## config.mk

```make
export PLATFORM = sky130hd
export DESIGN_NAME = script_instruction_length_decoder_core
export DESIGN_NICKNAME = d
export VERILOG_FILES = /design/src/rtl/core/sild_pkg.sv /design/src/rtl/core/sild_step.sv /design/src/rtl/core/script_instruction_length_decoder_core.sv
export SDC_FILE = /design/constraint.sdc
export NUM_CORES = 1
export LEC_CHECK = 0
export BUFFER_PORTS_ARGS = -buffer_cell sky130_fd_sc_hd__buf_2
export CORE_ASPECT_RATIO = 1.2
export CORE_MARGIN = 1
export CORE_UTILIZATION = 55
export CTS_BUF_LIST = sky130_fd_sc_hd__clkbuf_16
export DETAILED_ROUTE_END_ITERATION = 7
export PLACE_DENSITY_LB_ADDON = 0.05
export SLEW_MARGIN = 20
export SYNTH_ARGS = -nofsm -noshare
export SYNTH_HDL_FRONTEND = slang
export SYNTH_SLANG_ARGS = --single-unit
```

## constraint.sdc

```tcl
create_clock -name clk -period 12.3 [get_ports clk]
set_input_delay 1.23 -clock clk [delete_from_list [all_inputs] [get_ports clk]]
set_output_delay 1.23 -clock clk [all_outputs]
set_load 0.1 [all_outputs]
```

## src/rtl/core/sild_pkg.sv

```systemverilog
package sild_pkg;

  // Default width of code offsets.
  localparam int OFFSET_BITS_DEFAULT = 16;

  // Opcode table limits and special operand forms.
  localparam int unsigned OPCODE_COUNT = 80;
  localparam logic [7:0] FORM_STRING = 8'h80;
  localparam logic [7:0] FORM_CHOICE = 8'h81;
  localparam logic [6:0] CHOICE_OPCODE = 7'd31;

  // String commands that carry a prefix before their text.
  localparam logic [6:0] OP_PREFIX2_A = 7'd13;
  localparam logic [6:0] OP_PREFIX2_B = 7'd64;
  localparam logic [6:0] OP_PREFIX2_C = 7'd69;
  localparam logic [6:0] OP_PREFIX4 = 7'd61;

  // Number of address bytes after the second CHOICE string.
  localparam logic [4:0] CHOICE_ADDR_BYTES = 5'd2;

  typedef enum logic [2:0] {
    PH_IDLE,
    PH_OPCODE,
    PH_COUNT,
    PH_PREFIX,
    PH_STRING
  } phase_t;

  typedef enum logic [1:0] {
    ST_OK,
    ST_BADOP,
    ST_PAST
  } status_t;

  // One decoded command as it leaves the sequencer.
  typedef struct packed {
    status_t     status;
    logic [7:0]  opcode;
    logic [15:0] command_offset;
    logic [15:0] operand_offset;
    logic [15:0] operand_length;
    logic [15:0] next_offset;
  } result_t;

  // Operand form of every opcode: a byte count, or one of the string forms.
  localparam logic [7:0] FORM_TABLE [OPCODE_COUNT] = '{
    8'd4, 8'd8, 8'd6, 8'd2, 8'd2, 8'd4, 8'd6, 8'd6, 8'd4, 8'd0,
    8'd2, 8'd4, 8'd4, FORM_STRING, 8'd4, 8'd1, 8'd4, 8'd1, 8'd2, 8'd4,
    8'd0, 8'd6, 8'd4, 8'd4, 8'd2, 8'd4, 8'd2, 8'd2, FORM_STRING, 8'd4,
    8'd10, FORM_CHOICE, 8'd8, 8'd2, 8'd4, 8'd22, 8'd0, 8'd0, 8'd8, 8'd30,
    8'd2, 8'd4, 8'd4, 8'd4, 8'd6, 8'd0, 8'd4, FORM_STRING, 8'd6, 8'd4,
    8'd4, 8'd2, 8'd0, 8'd6, FORM_STRING, 8'd0, 8'd0, 8'd6, 8'd10, 8'd6,
    8'd6, FORM_STRING, 8'd8, 8'd4, FORM_STRING, 8'd6, 8'd4, 8'd8, 8'd0,
    FORM_STRING, 8'd0, 8'd0, 8'd0, 8'd4, 8'd0, 8'd0, 8'd4, 8'd10, 8'd2, 8'd2
  };

  // Operand form lookup; opcodes past the table read as zero.
  function automatic logic [7:0] operand_form(input logic [6:0] op);
    logic [7:0] form;
    form = 8'd0;
    if (op < 7'(OPCODE_COUNT)) begin
      form = FORM_TABLE[op];
    end
    return form;
  endfunction

  // Prefix length of a string command.
  function automatic logic [2:0] prefix_length(input logic [6:0] op);
    logic [2:0] len;
    unique case (op)
      OP_PREFIX2_A, OP_PREFIX2_B, OP_PREFIX2_C: len = 3'd2;
      OP_PREFIX4: len = 3'd4;
      default: len = 3'd0;
    endcase
    return len;
  endfunction

endpackage

```

## src/rtl/core/sild_step.sv

```systemverilog
module sild_step #(
  parameter int OFFSET_BITS = sild_pkg::OFFSET_BITS_DEFAULT
) (
  input  logic                   clk,
  input  logic                   rst,
  input  logic [OFFSET_BITS-1:0] code_size,
  input  logic                   step,
  input  logic [7:0]             code_byte,
  input  logic                   begin_req,
  input  logic [OFFSET_BITS-1:0] start_offset,
  output logic                   res_valid,
  output sild_pkg::result_t      res
);

  localparam int W = OFFSET_BITS + 1;

  // Sequencer state.
  sild_pkg::phase_t       phase, phase_next;
  logic [OFFSET_BITS-1:0] current_offset, current_offset_next;
  logic [OFFSET_BITS-1:0] command_start, command_start_next;
  logic [6:0]             current_opcode, current_opcode_next;
  logic [4:0]             bytes_left, bytes_left_next;
  logic [1:0]             strings_left, strings_left_next;

  logic [OFFSET_BITS-1:0] off;
  logic [W-1:0]           off_x, off_p1, size_x;
  logic [7:0]             form;
  logic [2:0]             prefix;
  logic [4:0]             bytes_dec;
  logic [1:0]             strings_dec;
  logic                   emit;
  sild_pkg::status_t      emit_status;
  logic [7:0]             emit_opcode;
  logic [OFFSET_BITS-1:0] emit_next;
  logic [15:0]            cmd16, next16;

  assign off    = begin_req ? start_offset : current_offset;
  assign off_x  = {1'b0, off};
  assign off_p1 = off_x + W'(1);
  assign size_x = {1'b0, code_size};
  assign form   = sild_pkg::operand_form(code_byte[6:0]);
  assign prefix = sild_pkg::prefix_length(code_byte[6:0]);
  assign bytes_dec   = (bytes_left != 5'd0) ? bytes_left - 5'd1 : 5'd0;
  assign strings_dec = (strings_left != 2'd0) ? strings_left - 2'd1 : 2'd0;

  // Per-byte decode: table lookup, bound checks and counter updates.
  always_comb begin
    phase_next          = phase;
    current_offset_next = current_offset;
    command_start_next  = command_start;
    current_opcode_next = current_opcode;
    bytes_left_next     = bytes_left;
    strings_left_next   = strings_left;
    emit        = 1'b0;
    emit_status = sild_pkg::ST_OK;
    emit_opcode = {1'b0, current_opcode};
    emit_next   = off_p1[OFFSET_BITS-1:0];

    if (begin_req || phase == sild_pkg::PH_OPCODE) begin
      // This byte is an opcode.
      command_start_next = off;
      emit_opcode = code_byte;
      if (off_x >= size_x) begin
        emit = 1'b1;
        emit_status = sild_pkg::ST_PAST;
      end else if (code_byte >= 8'(sild_pkg::OPCODE_COUNT)) begin
        emit = 1'b1;
        emit_status = sild_pkg::ST_BADOP;
      end else begin
        current_opcode_next = code_byte[6:0];
        current_offset_next = off_p1[OFFSET_BITS-1:0];
        if (form < sild_pkg::FORM_STRING) begin
          if (off_p1 + W'(form) > size_x) begin
            emit = 1'b1;
            emit_status = sild_pkg::ST_PAST;
          end else if (form == 8'd0) begin
            emit = 1'b1;
          end else begin
            bytes_left_next = form[4:0];
            phase_next = sild_pkg::PH_COUNT;
          end
        end else if (form == sild_pkg::FORM_CHOICE) begin
          if (off_p1 >= size_x) begin
            emit = 1'b1;
            emit_status = sild_pkg::ST_PAST;
          end else begin
            strings_left_next = 2'd2;
            phase_next = sild_pkg::PH_STRING;
          end
        end else begin
          if (off_p1 + W'(prefix) >= size_x) begin
            emit = 1'b1;
            emit_status = sild_pkg::ST_PAST;
          end else begin
            strings_left_next = 2'd1;
            bytes_left_next = 5'(prefix);
            phase_next = (prefix != 3'd0) ? sild_pkg::PH_PREFIX : sild_pkg::PH_STRING;
          end
        end
      end
    end else begin
      unique case (phase)
        sild_pkg::PH_COUNT: begin
          current_offset_next = off_p1[OFFSET_BITS-1:0];
          bytes_left_next = bytes_dec;
          if (bytes_dec == 5'd0) begin
            emit = 1'b1;
          end
        end
        sild_pkg::PH_PREFIX: begin
          current_offset_next = off_p1[OFFSET_BITS-1:0];
          bytes_left_next = bytes_dec;
          if (bytes_dec == 5'd0) begin
            phase_next = sild_pkg::PH_STRING;
          end
        end
        sild_pkg::PH_STRING: begin
          if (code_byte != 8'd0) begin
            // A string byte must leave room for its terminator.
            if (off_p1 >= size_x) begin
              emit = 1'b1;
              emit_status = sild_pkg::ST_PAST;
            end else begin
              current_offset_next = off_p1[OFFSET_BITS-1:0];
            end
          end else begin
            current_offset_next = off_p1[OFFSET_BITS-1:0];
            strings_left_next = strings_dec;
            if (strings_dec != 2'd0) begin
              if (off_p1 >= size_x) begin
                emit = 1'b1;
                emit_status = sild_pkg::ST_PAST;
              end
            end else if (current_opcode == sild_pkg::CHOICE_OPCODE) begin
              // Two address bytes follow the second CHOICE string.
              if (off_x + W'(3) > size_x) begin
                emit = 1'b1;
                emit_status = sild_pkg::ST_PAST;
              end else begin
                bytes_left_next = sild_pkg::CHOICE_ADDR_BYTES;
                phase_next = sild_pkg::PH_COUNT;
              end
            end else begin
              emit = 1'b1;
            end
          end
        end
        default: begin
        end
      endcase
    end

    // A finished command chains to the next opcode; an error waits for begin.
    if (emit) begin
      if (emit_status == sild_pkg::ST_OK) begin
        phase_next = sild_pkg::PH_OPCODE;
        current_offset_next = emit_next;
      end else begin
        phase_next = sild_pkg::PH_IDLE;
      end
    end
  end

  // Result fields.
  assign cmd16  = 16'(command_start_next);
  assign next16 = 16'(emit_next);

  always_comb begin
    res_valid          = step && emit;
    res.status         = emit_status;
    res.opcode         = emit_opcode;
    res.command_offset = cmd16;
    res.operand_offset = cmd16 + 16'd1;
    if (emit_status == sild_pkg::ST_OK) begin
      res.operand_length = next16 - cmd16 - 16'd1;
      res.next_offset    = next16;
    end else begin
      res.operand_length = 16'd0;
      res.next_offset    = 16'd0;
    end
  end

  // State registers advance once per processed byte.
  always_ff @(posedge clk) begin
    if (rst) begin
      phase          <= sild_pkg::PH_IDLE;
      current_offset <= '0;
      command_start  <= '0;
      current_opcode <= '0;
      bytes_left     <= '0;
      strings_left   <= '0;
    end else if (step) begin
      phase          <= phase_next;
      current_offset <= current_offset_next;
      command_start  <= command_start_next;
      current_opcode <= current_opcode_next;
      bytes_left     <= bytes_left_next;
      strings_left   <= strings_left_next;
    end
  end

endmodule

```

## src/rtl/core/script_instruction_length_decoder_core.sv

```systemverilog
// Timing: a code byte accepted into the input register is processed when the
// output register can take a result, and any result is then registered there.
// Throughput: one code byte per cycle unless the output register stalls. The
// per-byte decode: one opcode table pass, the bound compares and counter updates.
// Reset (rst, synchronous, active high) empties both registers, clears
// code_size and returns the decoder to waiting for a begin request.
module script_instruction_length_decoder_core #(
  parameter int OFFSET_BITS = sild_pkg::OFFSET_BITS_DEFAULT
) (
  input  logic        clk,
  input  logic        rst,
  input  logic        cfg_we,
  input  logic [15:0] cfg_wdata,
  input  logic        in_valid,
  output logic        in_ready,
  input  logic [7:0]  code_byte,
  input  logic        begin_req,
  input  logic [15:0] start_offset,
  output logic        out_valid,
  input  logic        out_ready,
  output logic [1:0]  status,
  output logic [7:0]  opcode_out,
  output logic [15:0] command_offset,
  output logic [15:0] operand_offset,
  output logic [15:0] operand_length,
  output logic [15:0] next_offset
);

  logic [15:0]            code_size;
  logic                   in_full;
  logic [7:0]             byte_r;
  logic                   begin_r;
  logic [OFFSET_BITS-1:0] start_r;
  logic                   fire;
  logic                   res_valid;
  sild_pkg::result_t      res;
  sild_pkg::result_t      out_r;

  // Configuration register.
  always_ff @(posedge clk) begin
    if (rst) begin
      code_size <= '0;
    end else if (cfg_we) begin
      code_size <= cfg_wdata;
    end
  end

  // The held byte is processed when the output register can take a result.
  assign fire     = in_full && (!out_valid || out_ready);
  assign in_ready = !in_full || fire;

  // Input register.
  always_ff @(posedge clk) begin
    if (rst) begin
      in_full <= 1'b0;
    end else if (in_valid && in_ready) begin
      in_full <= 1'b1;
    end else if (fire) begin
      in_full <= 1'b0;
    end
  end

  always_ff @(posedge clk) begin
    if (in_valid && in_ready) begin
      byte_r  <= code_byte;
      begin_r <= begin_req;
      start_r <= start_offset[OFFSET_BITS-1:0];
    end
  end

  sild_step #(
    .OFFSET_BITS(OFFSET_BITS)
  ) u_step (
    .clk         (clk),
    .rst         (rst),
    .code_size   (code_size[OFFSET_BITS-1:0]),
    .step        (fire),
    .code_byte   (byte_r),
    .begin_req   (begin_r),
    .start_offset(start_r),
    .res_valid   (res_valid),
    .res         (res)
  );

  // Output register holds one transaction until it is taken.
  always_ff @(posedge clk) begin
    if (rst) begin
      out_valid <= 1'b0;
    end else if (res_valid) begin
      out_valid <= 1'b1;
    end else if (out_ready) begin
      out_valid <= 1'b0;
    end
  end

  always_ff @(posedge clk) begin
    if (res_valid) begin
      out_r <= res;
    end
  end

  assign status         = out_r.status;
  assign opcode_out     = out_r.opcode;
  assign command_offset = out_r.command_offset;
  assign operand_offset = out_r.operand_offset;
  assign operand_length = out_r.operand_length;
  assign next_offset    = out_r.next_offset;

endmodule

```

==> run_results.csv, run 1 <==
group,metric,value,unit
finish,syn_to_final_growth,11.9,%
floorplanning,start_util,56.8,%
detailed_routing,wl_per_cell,19.2,um
sta,fin_crit,7470,ps
worst_hold_path,min_to,"u_step.current_opcode[4]",
detailed_routing,postRouteAntennaNets,0,
finish,final_net_count,1491,
critical_path,rr_endpoint,"next_offset[11]",
placement,port_buffers,121,
finish,finalInstanceArea,0.0130,mm2
global_routing,grt_pass1_vias,9304,
detailed_routing,drc_errors,0,
power,p_leak,5.54,nW
floorplanning,die_y,161,um
sta,worst_slack,4830,ps
floorplanning,top_level_ports,122,
critical_path,slowest_delay,690,ps
detailed_routing,vias_per_cell,6.07,
clock_tree,postCtsSetupBuffers,0,
placement,routabilityCongestion,0.952,
floorplanning,std_cell_rows,57,
clock_tree,clkSinkCount,166,
sta,tightest_slew,983,ps
floorplanning,core-area,0.0205,mm2
finish,antenna_cells,0,
power,irDropWorstVdd,0.0943,mV
critical_path,reg2reg_slack,4830,ps
critical_path,worstPathRequired,12360,ps
clock_tree,numCtsBuffers,17,
sta,tns,0,ps
run,maxCapViolCount,0,
critical_path,reg2reg_depth,23,
detailed_routing,firstDrtPassIters,5,
sta,period_share,60.7,%
detailed_routing,drt_iter0_markers,901,
clock_tree,clk_pin_slew,70,ps
clock_tree,cts_root_buf,"clkbuf_16",
critical_path,crit_fanout,74,
clock_tree,holdBufCountCts,0,
worst_hold_path,hold_depth,2,
clock_tree,clock_latency,440,ps
floorplanning,die-area,0.0217,mm2
critical_path,r2r-start,"begin_r",
power,p_per_area,123,mW/mm2
yosys,ys_seq_area_share,37.1,%
yosys,yosys.cell_types.count,91,
critical_path,slowest_stage,"xnor2_1",
global_routing,grt_usage,29.3,%
finish,mostFrequentLayoutCell,"buf_2",
yosys,ys_warn_count,0,
detailed_routing,drt_wl_total,30.9,mm
global_routing,antenna_found_initial,0,
placement,placed_cell_area,0.0124,mm2
critical_path,crit_chain,"buf_4, mux2i_1, inv_1, ha_1, and4_1, or2_0, and2_1, xnor2_1, clkinv_1, nand3_1, xnor2_1, ha_1, a21o_1, a21o_1, a2111oi_0, o21ai_0, a311o_1, a31oi_4, a221o_1, a22oi_2, nand2_2, inv_2, buf_4",
clock_tree,cts_tree,"yes",
sta,hold_violations,0,
yosys,ys_seq_elements,166,
yosys,synth-edff-count,99,
sta,slew_headroom,34.5,%
yosys,synthArstFlopShare,0,%
placement,placed_cells,1577,
sta,rsz0062_at_grt,"no",
clock_tree,ctsHtreeMaxLevel,4,
yosys,netlist_instances,1222,
sta,slew_violations,0,
yosys,synth.avg_cell_area,9.51,um2
finish,final_layout_size_suffix_gt1_share,15.2,%
global_routing,grt_max_degree,75,
finish,final_cell_mix,"121 x buf_2, 115 x nor2_1, 111 x ha_1, 99 x edfxtp_1, 87 x nand2_1",
detailed_routing,vias,9759,
finish,fin_cells,1609,
worst_hold_path,hp-start,"u_step.current_opcode[4]",
yosys,synth_flop_cell,"edfxtp_1",
critical_path,crit_type,"register to register",
critical_path,cp-start-kind,"register",
critical_path,crit_path_start,"begin_r",
sta,max_freq,0.134,GHz
worst_hold_path,hold_class,"register to register",
sta,final-setup-viol-count,0,
critical_path,setup.worst_path.end_class,"register",
finish,fin_util,63.5,%
placement,place_ws,5000,ps
global_routing,overflow,0,
sta,fin_worst_skew,11.6,ps
yosys,synthesis.area,0.0116,mm2
critical_path,arrival,7530,ps
status,status,"complete, no violations",
placement,hpwl,23.0,mm
floorplanning,die_w,135,um
yosys,synth_nets,1382,
global_routing,grt_pass1_wl,48.9,mm
clock_tree,cts_buffer_depth,2,
clock_tree,ctsResizeCount,0,
metal layers:
metal	vias up	share of wire, %	routed length (um)	GRT usage (%)
li1	4708	-	-	-
met1	4646	44	13700	38.8
met2	353	48	14700	49.1
met3	52	5.8	1780	3.48
met4	0	2.3	704	10.3
met5	-	0	0	0
synthesized netlist by cell type (24+ instances only):
master / instances / area share, %
a21o_1: 31 / 2.0
a21oi_1: 71 / 3.1
clkbuf_1: 24 / 0.78
dfxtp_1: 67 / 12
edfxtp_1: 99 / 26
ha_1: 111 / 12
inv_1: 68 / 2.2
mux2i_1: 52 / 4.5
nand2_1: 87 / 2.8
nand3_1: 50 / 2.2
nor2_1: 116 / 3.7
nor3_1: 35 / 1.5
o21ai_0: 46 / 2.0
xnor2_1: 62 / 4.7
state kept, by name (all words and copies together) (netlist names), 3 cells and up:
signal / count
next_offset: 16
u_step.command_start: 16
start_r: 16
operand_length: 16
u_step.current_opcode: 7
opcode_out: 8
code_size: 16
u_step.current_offset: 16
command_offset: 16
operand_offset: 16
u_step.phase: 3
u_step.bytes_left: 5
byte_r: 8
area by class of cell:
| class | instances | area, um2 |
|---|---|---|
| inverter | 72 | 270 |
| tap | 265 | 332 |
| multi-input combinational | 940 | 6800 |
| timing repair buffer | 134 | 703 |
| clock inverter | 15 | 153 |
| clock buffer | 17 | 425 |
| sequential | 166 | 4310 |
| fill | 1772 | 7470 |
worst max-delay path by stage:
stage,endpoint,slack [ps],depth (start not counted)
after floorplan,command_offset[0],4670,29
after global placement,command_offset[10],5160,25
after detailed placement,command_offset[13],5000,25
after CTS,operand_offset[12],4910,25
after global routing,command_offset[15],4230,25
final,next_offset[11],4830,23
report_power, final:
| part | internal, W | switching [W] |
|---|---|---|
| combinational | 0.000138 | 0.000283 |
| sequential | 0.000622 | 0.0000184 |
| clock | 0.000300 | 0.000239 |
| total | 0.00106 | 0.000541 |
critical path, delay by kind of cell, from the launching register on:
| kind | cells | cell delay [ps] |
|---|---|---|
| DFF | 1 | 330 |
| xor gates and xnor gates | 2 | 770 |
| AOI/OAI and AO/OA | 8 | 2060 |
| muxes | 1 | 460 |
| buffers and inverters | 5 | 1600 |
| and+or+nand+nor | 5 | 1190 |
| adders and majority gates | 2 | 600 |
cells by family after synthesis:
group	Yosys count	synth area share, %
simple gates	420	18.3
compound gates	270	16.3
flops	166	37.1
buf+inv	116	4.37
fa+ha+maj	114	12.5
xor+xnor	77	5.93
mux	59	5.47
stage by stage:
stage | hold WS, ps | power (W)
after global routing | 509 | 0.00167
after CTS | 477 | 0.00160
after detailed placement | 466 | 0.00107
final | 477 | 0.00160
after floorplan | 450 | 0.000977
after global placement | 464 | 0.00106
(Power assumes the default switching activity.)
==> run 2, diff against run 1 <==
Clock period 12.3 ns to 6.6 ns, I/O delays scaled along.
==> run 2 against run 1 <==
Effect of this change:
- sequential power up 86%
- clock power up 85%
- register-to-register slack worse by 4600 ps
- sequential share of layout area down 1.2 points
- power up 88%
- combinational power up 96%
- core utilization up 2.3 points
- first-iteration DRC count down 27%
- count of clock-buffer cells in the layout unchanged
- worst hold slack worse by 88 ps
- die area unchanged
- critical path depth up 4
- largest cell class unchanged
==> run_results.csv, run 2 (synthesis results as in run 1) <==
group,metric,value,unit
detailed_routing,drt_wl_total,31.3,mm
floorplanning,die-area,0.0217,mm2
sta,slew_headroom,33.4,%
power,p_leak,5.77,nW
critical_path,setup.worst_path.end_class,"register",
placement,routabilityCongestion,0.977,
global_routing,grt_pass1_wl,48.1,mm
global_routing,overflow,0,
global_routing,antenna_found_initial,0,
clock_tree,clk_pin_slew,70,ps
floorplanning,core-area,0.0205,mm2
global_routing,grt_usage,28.9,%
placement,placed_cells,1604,
critical_path,critPathTopFamily,"compound AO/OA/AOI/OAI gates",
placement,port_buffers,121,
power,switching_power,0.00101,W
sta,fin_worst_skew,19.2,ps
finish,antenna_cells,0,
clock_tree,clock_latency,440,ps
floorplanning,std_cell_rows,57,
finish,final_layout_size_suffix_gt1_share,19.0,%
detailed_routing,vias_per_cell,5.93,
power,clkPwrFrac,33.1,%
worst_hold_path,hp-start,"start_offset[10]",
placement,hpwl,23.9,mm
floorplanning,top_level_ports,122,
finish,fin_cells,1648,
critical_path,cp-start-kind,"register",
detailed_routing,postRouteAntennaNets,0,
clock_tree,clkSinkCount,166,
clock_tree,cts_root_buf,"clkbuf_16",
detailed_routing,wl_per_cell,19.0,um
critical_path,crit_type,"register to register",
clock_tree,ctsHtreeMaxLevel,4,
clock_tree,cts_buffer_depth,2,
sta,tightest_slew,985,ps
sta,hold_violations,0,
sta,slew_violations,0,
sta,fin_crit,6350,ps
floorplanning,start_util,56.8,%
sta,tns,0,ps
critical_path,slowest_delay,480,ps
status,status,"complete, no violations",
sta,final-setup-viol-count,0,
global_routing,grt_pass1_vias,9026,
power,cell_internal_pwr,0.00200,W
worst_hold_path,hold_class,"input port to register",
detailed_routing,firstDrtPassIters,5,
clock_tree,numCtsBuffers,17,
power,seq_power_share,39.5,%
clock_tree,holdBufCountCts,0,
run,maxCapViolCount,0,
sta,period_share,96.2,%
finish,final_net_count,1531,
global_routing,grtUsageMet2,47.6,%
finish,nFillCells,1674,
sta,max_freq,0.157,GHz
global_routing,gr-max-usage-layer,"met2",
critical_path,slowest_stage,"edfxtp_1",
critical_path,arrival,6500,ps
critical_path,cp.buffers_inverters,4,
power,p_comb_share,27.4,%
finish,syn_to_final_growth,16.0,%
critical_path,crit_path_start,"byte_r[0]",
power,p_per_area,223,mW/mm2
detailed_routing,vias,9774,
global_routing,grt_max_degree,63,
global_routing,met1_usage,38.4,%
global_routing,grt.met3_usage,4.02,%
power,netSwitchingFraction,33.6,%
finish,final_cell_mix,"121 x buf_2, 115 x nor2_1, 107 x ha_1, 99 x edfxtp_1, 87 x nand2_1",
critical_path,crit_fanout,61,
floorplanning,die_w,135,um
critical_path,crit_path_frequent_cell,"a21o_1",
sta,worst_hold_slack,390,ps
detailed_routing,drt_iter0_markers,661,
floorplanning,die_y,161,um
critical_path,worstPathRequired,6750,ps
critical_path,r2r-start,"byte_r[0]",
detailed_routing,drc_errors,0,
power,irDropWorstVdd,0.188,mV
clock_tree,cts_tree,"yes",
finish,mostFrequentLayoutCell,"buf_2",
## run 2: changes by cell type in the layout (fill, tap and decap cells not counted), moves of 3 or more
| cell | before | now |
|---|---|---|
| clkinvlp_4 | 5 | 2 |
| ha_4 | 0 | 3 |
| buf_4 | 13 | 51 |
| xnor2_1 | 62 | 59 |
| ha_1 | 111 | 107 |
## run 2: path summary, 6_finish.rpt
check	to	slack (ps)	depth (start not counted)
hold / removal	start_r[10]	390	1
hold reg to reg	u_step.current_opcode[0]	490	2
setup reg to reg	operand_length[6]	250	27
setup / recovery	operand_length[6]	250	27
## run 2: metal layers
metal | share of wire, % | vias to the layer above | wire length [um]
met1 | 45 | 4606 | 13900
met3 | 5.3 | 54 | 1670
met4 | 2.8 | 0 | 883
li1 | - | 4779 | -
met5 | 0 | - | 0
met2 | 47 | 335 | 14800
## run 2: per-stage QoR
step                utilization [%]  cell area [um2]  setup slack [ps]  total power (W)
global route                   65.8            13500             -41.6          0.00314
detailed placement             62.3            12700               231          0.00201
global placement               62.3            12700               325          0.00200
finish                         65.8            13500               249          0.00301
CTS                            65.1            13300               235          0.00301
floorplan                         -            11800              -207          0.00183
## run 2: power by group through the flow
stage / sequential (W) / clock [W] / combinational (W)
after floorplan: 0.00135 / 0 / 0.000477
after global placement: 0.00121 / 0 / 0.000790
after detailed placement: 0.00121 / 0 / 0.000801
after CTS: 0.00119 / 0.00101 / 0.000805
after global routing: 0.00119 / 0.00104 / 0.000897
final: 0.00119 / 0.000995 / 0.000826
## run 2: final cells by class
cell class,instances,area (um2),area share [%]
multi-input combinational,940,6960,51.6
sequential,166,4310,32.0
timing repair buffer,174,1020,7.57
clock buffer,17,425,3.16
tap,265,332,2.46
inverter,72,274,2.03
clock inverter,14,151,1.12
## run 2: what timing repair did
item,CTS,global route
setup endpoints to repair,0,113
buffers inserted,0,13
gates resized for setup,0,13
